`src/rtl/core/hks_pkg.sv`:
```
`timescale 1ns / 1ps
package hks_pkg;
  localparam int unsigned TableSizeDefault  = 128;
  localparam int unsigned ProbeLimitDefault = 8;
  localparam logic [31:0] MultReset   = 32'd2654435761;
  localparam logic [16:0] MaxLength   = 17'd65536;

  localparam logic [1:0] ACT_SET  = 2'd0;
  localparam logic [1:0] ACT_DEL  = 2'd1;
  localparam logic [1:0] ACT_GET  = 2'd2;
  localparam logic [1:0] ACT_ITER = 2'd3;

  localparam logic [2:0] ST_OK         = 3'd0;
  localparam logic [2:0] ST_NO_KEY     = 3'd1;
  localparam logic [2:0] ST_FINISHED   = 3'd2;
  localparam logic [2:0] ST_BAD_LENGTH = 3'd3;
  localparam logic [2:0] ST_FULL       = 3'd4;

  localparam logic [0:0] REG_MULT = 1'd0;

  // controller -> datapath commands
  typedef struct packed {
    logic start;      // latch input item, compute home
    logic rd;         // issue read at current index
    logic step;       // advance index by one
    logic scan_init;  // index <= start slot for iterate
    logic wr_set;     // write key/val/len/flags at hit/free
    logic wr_dead;    // mark dead at recorded hit slot
    logic load_hit;   // result from read data
    logic load_none;  // result with status only
    logic [2:0] status;
  } hks_cmd_t;

  // datapath -> controller status
  typedef struct packed {
    logic       used;      // slot read is used
    logic       dead;
    logic       match;     // used and key equal
    logic       hit_valid; // a matching slot was recorded
    logic       free_valid;
    logic       at_end;    // scan index is last slot
    logic       full;      // entry count reached half
    logic       len_bad;
    logic [1:0] action;
    logic       key_zero;
    logic       hit_last;  // recorded match is the last slot
  } hks_sts_t;
endpackage

```
`src/rtl/core/hks_ctrl.sv`:
```
`timescale 1ns / 1ps
module hks_ctrl
  import hks_pkg::*;
#(
  parameter int unsigned PROBE_LIMIT = ProbeLimitDefault,
  localparam int unsigned PW = $clog2(PROBE_LIMIT + 1)
) (
  input  logic     clk,
  input  logic     rst_n,
  input  logic     in_valid,
  output logic     in_ready,
  output logic     out_valid,
  input  logic     out_ready,
  output hks_cmd_t cmd,
  input  hks_sts_t sts
);
  localparam logic [2:0] S_IDLE  = 3'd0;
  localparam logic [2:0] S_PRD   = 3'd1; // read issued
  localparam logic [2:0] S_PCHK  = 3'd2; // examine probe slot
  localparam logic [2:0] S_ACT   = 3'd3; // decide after probe
  localparam logic [2:0] S_SRD   = 3'd4; // scan read issued
  localparam logic [2:0] S_SCHK  = 3'd5; // examine scan slot
  localparam logic [2:0] S_OUT   = 3'd6;

  logic [2:0]    state_r, state_nxt;
  logic [PW-1:0] cnt_r, cnt_nxt;
  logic          ov_r, ov_nxt;
  logic          stop;

  assign in_ready  = (state_r == S_IDLE) && !ov_r;
  assign out_valid = ov_r;

  // probe ends at unused slot, match or window end
  assign stop = !sts.used || sts.match || (cnt_r == PW'(PROBE_LIMIT - 1));

  always_comb begin
    state_nxt = state_r;
    cnt_nxt   = cnt_r;
    ov_nxt    = ov_r && !out_ready;
    cmd       = '0;
    case (state_r)
      S_IDLE: begin
        if (in_valid && in_ready) begin
          cmd.start = 1'b1;
          cnt_nxt   = '0;
          state_nxt = S_PRD;
        end
      end
      S_PRD: begin
        cmd.rd    = 1'b1;
        state_nxt = S_PCHK;
      end
      S_PCHK: begin
        // record hit/free for this slot
        cmd.step = 1'b1;
        cnt_nxt  = cnt_r + 1'b1;
        if (stop || sts.match) state_nxt = S_ACT;
        else state_nxt = S_PRD;
        if (!sts.used) state_nxt = S_ACT;
      end
      S_ACT: begin
        case (sts.action)
          ACT_SET: begin
            if (sts.hit_valid) begin
              cmd.wr_set = 1'b1; cmd.load_none = 1'b1; cmd.status = ST_OK;
            end else if (sts.len_bad) begin
              cmd.load_none = 1'b1; cmd.status = ST_BAD_LENGTH;
            end else if (sts.full || !sts.free_valid) begin
              cmd.load_none = 1'b1; cmd.status = ST_FULL;
            end else begin
              cmd.wr_set = 1'b1; cmd.load_none = 1'b1; cmd.status = ST_OK;
            end
            state_nxt = S_OUT;
          end
          ACT_DEL: begin
            cmd.wr_dead   = sts.hit_valid;
            cmd.load_none = 1'b1;
            cmd.status    = ST_OK;
            state_nxt     = S_OUT;
          end
          ACT_GET: begin
            // read data still holds the matching slot
            if (sts.hit_valid && !sts.dead) cmd.load_hit = 1'b1;
            else begin
              cmd.load_none = 1'b1; cmd.status = ST_NO_KEY;
            end
            state_nxt = S_OUT;
          end
          default: begin
            if (!sts.key_zero && !sts.hit_valid) begin
              cmd.load_none = 1'b1; cmd.status = ST_NO_KEY;
              state_nxt = S_OUT;
            end else if (!sts.key_zero && sts.hit_last) begin
              // hit at the last slot: nothing follows
              cmd.load_none = 1'b1; cmd.status = ST_FINISHED;
              state_nxt = S_OUT;
            end else begin
              cmd.scan_init = 1'b1;
              state_nxt     = S_SRD;
            end
          end
        endcase
      end
      S_SRD: begin
        cmd.rd    = 1'b1;
        state_nxt = S_SCHK;
      end
      S_SCHK: begin
        if (sts.used && !sts.dead) begin
          cmd.load_hit = 1'b1;
          state_nxt    = S_OUT;
        end else if (sts.at_end) begin
          cmd.load_none = 1'b1; cmd.status = ST_FINISHED;
          state_nxt = S_OUT;
        end else begin
          cmd.step  = 1'b1;
          state_nxt = S_SRD;
        end
      end
      S_OUT: begin
        ov_nxt    = 1'b1;
        state_nxt = S_IDLE;
      end
      default: state_nxt = S_IDLE;
    endcase
  end

  always_ff @(posedge clk) begin
    if (!rst_n) begin
      state_r <= S_IDLE;
      cnt_r   <= '0;
      ov_r    <= 1'b0;
    end else begin
      state_r <= state_nxt;
      cnt_r   <= cnt_nxt;
      ov_r    <= ov_nxt;
    end
  end
endmodule

```
`config.mk`:
```
export PLATFORM = sky130hd
export DESIGN_NAME = hks_ctrl
export DESIGN_NICKNAME = d
export VERILOG_FILES = /design/src/rtl/core/hks_pkg.sv /design/src/rtl/core/hks_ctrl.sv
export SDC_FILE = /design/constraint.sdc
export NUM_CORES = 1
export LEC_CHECK = 0
export ABC_AREA = 1
export BUFFER_PORTS_ARGS = -buffer_cell sky130_fd_sc_hd__buf_2
export CELL_PAD_IN_SITES_DETAIL_PLACEMENT = 0
export CELL_PAD_IN_SITES_GLOBAL_PLACEMENT = 1
export CORE_MARGIN = 2
export CORE_UTILIZATION = 28
export CTS_CLUSTER_SIZE = 25
export DETAILED_ROUTE_END_ITERATION = 7
export PLACE_DENSITY = 0.82
export SYNTH_ARGS = -nofsm -noshare
export SYNTH_HDL_FRONTEND = slang
export SYNTH_SLANG_ARGS = --single-unit
```
`constraint.sdc`:
```
create_clock -name clk -period 1.19 [get_ports clk]
set_input_delay 0.238 -clock clk [delete_from_list [all_inputs] [get_ports clk]]
set_output_delay 0.238 -clock clk [all_outputs]
set_load 0.05 [all_outputs]
```
### After elaboration in Yosys (flattened, before gate mapping)

Cells that the tools add are included.

* reductions and logical operators: 24
* equal/unequal tests: 10
* add/subtract/negate cells: 1
* multiplexer cells: 40

Operators by type and width (count)
* $mux W4: 6
* $mux W3: 6
* $pmux W3 S6: 1
* $mux W1: 17
* $mux W2: 6
* $pmux W4 S3: 1
* $pmux W5 S2: 1
* $eq A3 B3 Y1 const B: 3
* $pmux W4 S2: 1
* $logic_and A1 B1 Y1: 7
* $logic_not A1 Y1: 7
* $eq A3 B2 Y1 const B: 2
* $add A4 B1 Y4 const B: 1
* $eq A4 B3 Y1 const B: 1
* $logic_or A1 B1 Y1: 4
* $eq A3 B1 Y1 const B: 1
* $logic_not A3 Y1: 1
* $reduce_or A3 Y1: 1
* $eq A2 B1 Y1 const B: 1
* $eq A2 B2 Y1 const B: 1
* $logic_not A2 Y1: 1
* $ne A2 B1 Y1 const B: 1
* $pmux W1 S2: 1
* $reduce_and A2 Y1: 1
* other kinds (2): 2

* bits in registers: 8
* output and inout bits: 13
* logic and storage cells: 78

### Logic depth before layout (Yosys ltp)

* depth after elaboration: 7
* gate-level depth with buffers: 8
* mapped depth without buffers: 7

### Worst setup path before layout

No wires, ideal clock.

* path kind: reg2out
* from: reg state_r[2]
* to: out cmd[8] (netlist name)
* arrival: 1.699 ns
* cell stages (with the launch flop): 4
* path slack: -0.747 ns
* buffers on the path: 1
* cells stage by stage: dfxtp_1 > buf_2 > nand3_1 > o21ai_0

RTL lines
* from (decl): RTL line hks_ctrl.sv:25 `logic [2:0] state_r, state_nxt;`
* from (signal assigned): RTL line hks_ctrl.sv:134 `state_r <= state_nxt;`
* to (decl): RTL line hks_ctrl.sv:14 `output hks_cmd_t cmd,`

==> impl_metrics.yaml <==
status:
  status: "complete, but fails checks"
  violations: "setup timing"
worst_setup_path:
  critPathMaxFanout: 5
  critPathMostFrequentCell: "nand2_4"
  worst_setup_path_start_kind: "register"
  worst_ep_arrival_time_ps: 1350
  path_class: "register to primary output"
  worstPathRequired_ps: 950
  crit_family: "flip-flops"
  cp_cell_sequence: "nand2_4, nor2_4, buf_4, nand2_4, a21oi_4, buf_6"
  path_buf_inv: 2
  slowest_delay_ps: 380
  worst_path_max_delay_cell: "dfxtp_4"
  end_kind: "primary output"
detailed_routing:
  dr.first_iter.drc_count: 11
  drtPass1Iterations: 4
  postRouteAntennaNets: 0
  drc: 0
  via_per_inst: 4.65
  wirelength_mm: 2.02
  vias: 855
  wl_per_cell_um: 11.0
timing:
  worstMarginPinSlew_ps: 254
  skew_ps: 4.76
  hold_slack_ps: 217
  setup_viol: 17
  max_freq_mhz: 629
  fin_ws_ps: -401
  fin_crit_ps: 1590
  period_share: 1.34
  rsz0062_at_grt: "true"
  fin_tns_setup_ps: -3920
  final_max_slew_viol_count: 0
  hold_viol: 0
  slew_headroom: 0.831
cts:
  clockRootBuffer: "clkbuf_4"
  clkLatencyLatePin_ps: 250
  clock_path_buffers: 2
  cts_sinks: 8
  clk_pin_slew_ps: 60
  htree_levels: 1
  cts_tree: "built"
  cts_inserted_buffers: 3
  cts_hold_buffers: 0
grt:
  grt_pass1_vias: 822
  grt_pass1_wl_mm: 3.28
  grt_util_all_layers: 0.163
  gr-total-overflow: 0
  grt_start_max_net_pins: 7
  antenna_found_initial: 0
placement:
  place_hpwl_mm: 1.44
  gp_congestion: 0.890
  portBuffers: 28
  place_area_um2: 985
floorplan:
  dieWidth_um: 50.9
  die_area_um2: 2590
  io_pins: 29
  initial_core_util: 0.304
  fp.dieH_um: 50.9
  num_rows: 16
  fp.coreArea_um2: 2020
synthesis:
  synth_enable_flop_cells: 0
  synthCells: 105
  syn_nets: 122
  ys_seq_area_frac: 0.260
  synthFlopType: "dfxtp_1"
  synth.ff_latch_count: 8
  postSynthAreaPerCell_um2: 5.86
  yosysTopAreaCell: "dfxtp_1"
  ys_types: 22
  synth_area_leaders: "dfxtp_1 (26%), nand2_1 (14%), nand3_1 (11%)"
  synth_async_sr_flop_share: 0
  netlist_area_um2: 616
  ys_warn_count: 0
  synth_top_area_frac: 0.260
flow_run:
  cap_violations: 0
pwr:
  total_power_mw: 2.09
  p_per_area_nw_per_um2: 1720
  vdd_drop_max_mv: 1.31
  p_leak_nw: 0.589
final_layout:
  antenna_cells: 0
  final_cell_mix: "buf_4 (19), nand2_1 (18), buf_2 (16)"
  drive_gt1_frac: 0.561
  layout_commonest_cell: "buf_4"
  syn2layout_area_growth_pct: 97.0
  register_area_um2: 173
  nets: 176
  multi_input_area_um2: 489
  fill_cells: 191
  fin_area_um2: 1210
worst_hold_path:
  min-delay-path-class: "input port to register"
==> worst min-delay path, delay by kind of cell <==
kind | cells | cell delay (ps)
buffers and inverters | 2 | 150
AND/OR/NAND/NOR | 1 | 50
==> final cells by class <==
type / instances / share of cell area
multi-input cells: 75 / 0.404
inverters: 21 / 0.0722
flip-flops and latches: 8 / 0.142
well taps: 27 / 0.0279
clock buffers: 3 / 0.0186
repair buffers: 50 / 0.335
==> per-layer routing <==
metal | global-route usage | vias to the layer above | routed length, um
met5 | 0 | - | 0
met4 | 0.0405 | 0 | 21
met3 | 0.0380 | 2 | 59
met2 | 0.289 | 14 | 1050
met1 | 0.197 | 389 | 893
li1 | - | 450 | -
==> registers in the layout (all words and copies together) (netlist names) <==
name and cells:
out_valid 1, cnt_r 4, state_r 3
==> through the flow <==
step | setup WS, ps | std cells | utilization
after detailed placement | -215 | 175 | 0.487
after global routing | -447 | 184 | 0.600
after floorplan | -165 | 105 | -
after global placement | -215 | 175 | 0.487
final | -401 | 184 | 0.600
after CTS | -376 | 182 | 0.567
==> cell families after synthesis <==
family | after synthesis | share of synthesized area
AND/OR/NAND/NOR | 55 | 0.411
buffers and inverters | 22 | 0.136
AO/OA/AOI/OAI | 19 | 0.173
flip-flops | 8 | 0.260
adder cells (fa/ha/maj) | 1 | 0.0203
==> path summary, 6_finish.rpt <==
| kind | slack [ps] | startpoint | cells past startpoint | end |
|---|---|---|---|---|
| max reg2reg | -50 | state_r[1]$_SDFFE_PN0P_ | 8 | state_r[0]$_SDFFE_PN0P_ |
| max | -400 | state_r[1]$_SDFFE_PN0P_ | 6 | cmd[6] |
| min reg2reg | 490 | cnt_r[0]$_SDFFE_PN0P_ | 1 | cnt_r[0]$_SDFFE_PN0P_ |
| min | 220 | rst_n | 3 | state_r[1]$_SDFFE_PN0P_ |
==> what timing repair did <==
action / CTS / global route
endpoints found under the setup margin: 16 / 18
endpoints found under the hold margin: 0 / 0
setup buffers: 4 / 2
pin swaps: 4 / 1
resized for setup: 33 / 14
==> power breakdown <==
part	switching (mW)	leakage [nW]	internal (mW)
sequential	0.0779	0.0676	0.339
combinational	0.817	0.508	0.652
clock	0.0900	0.0138	0.115
==> Yosys cell counts, types with 4 or more instances <==
cell type / number
inv_2: 4
nand2_1: 23
inv_1: 17
nor2_1: 12
o21ai_0: 6
dfxtp_1: 8
a21oi_1: 7
nand3_1: 14
Note: power is estimated with default switching activity, not from simulation.
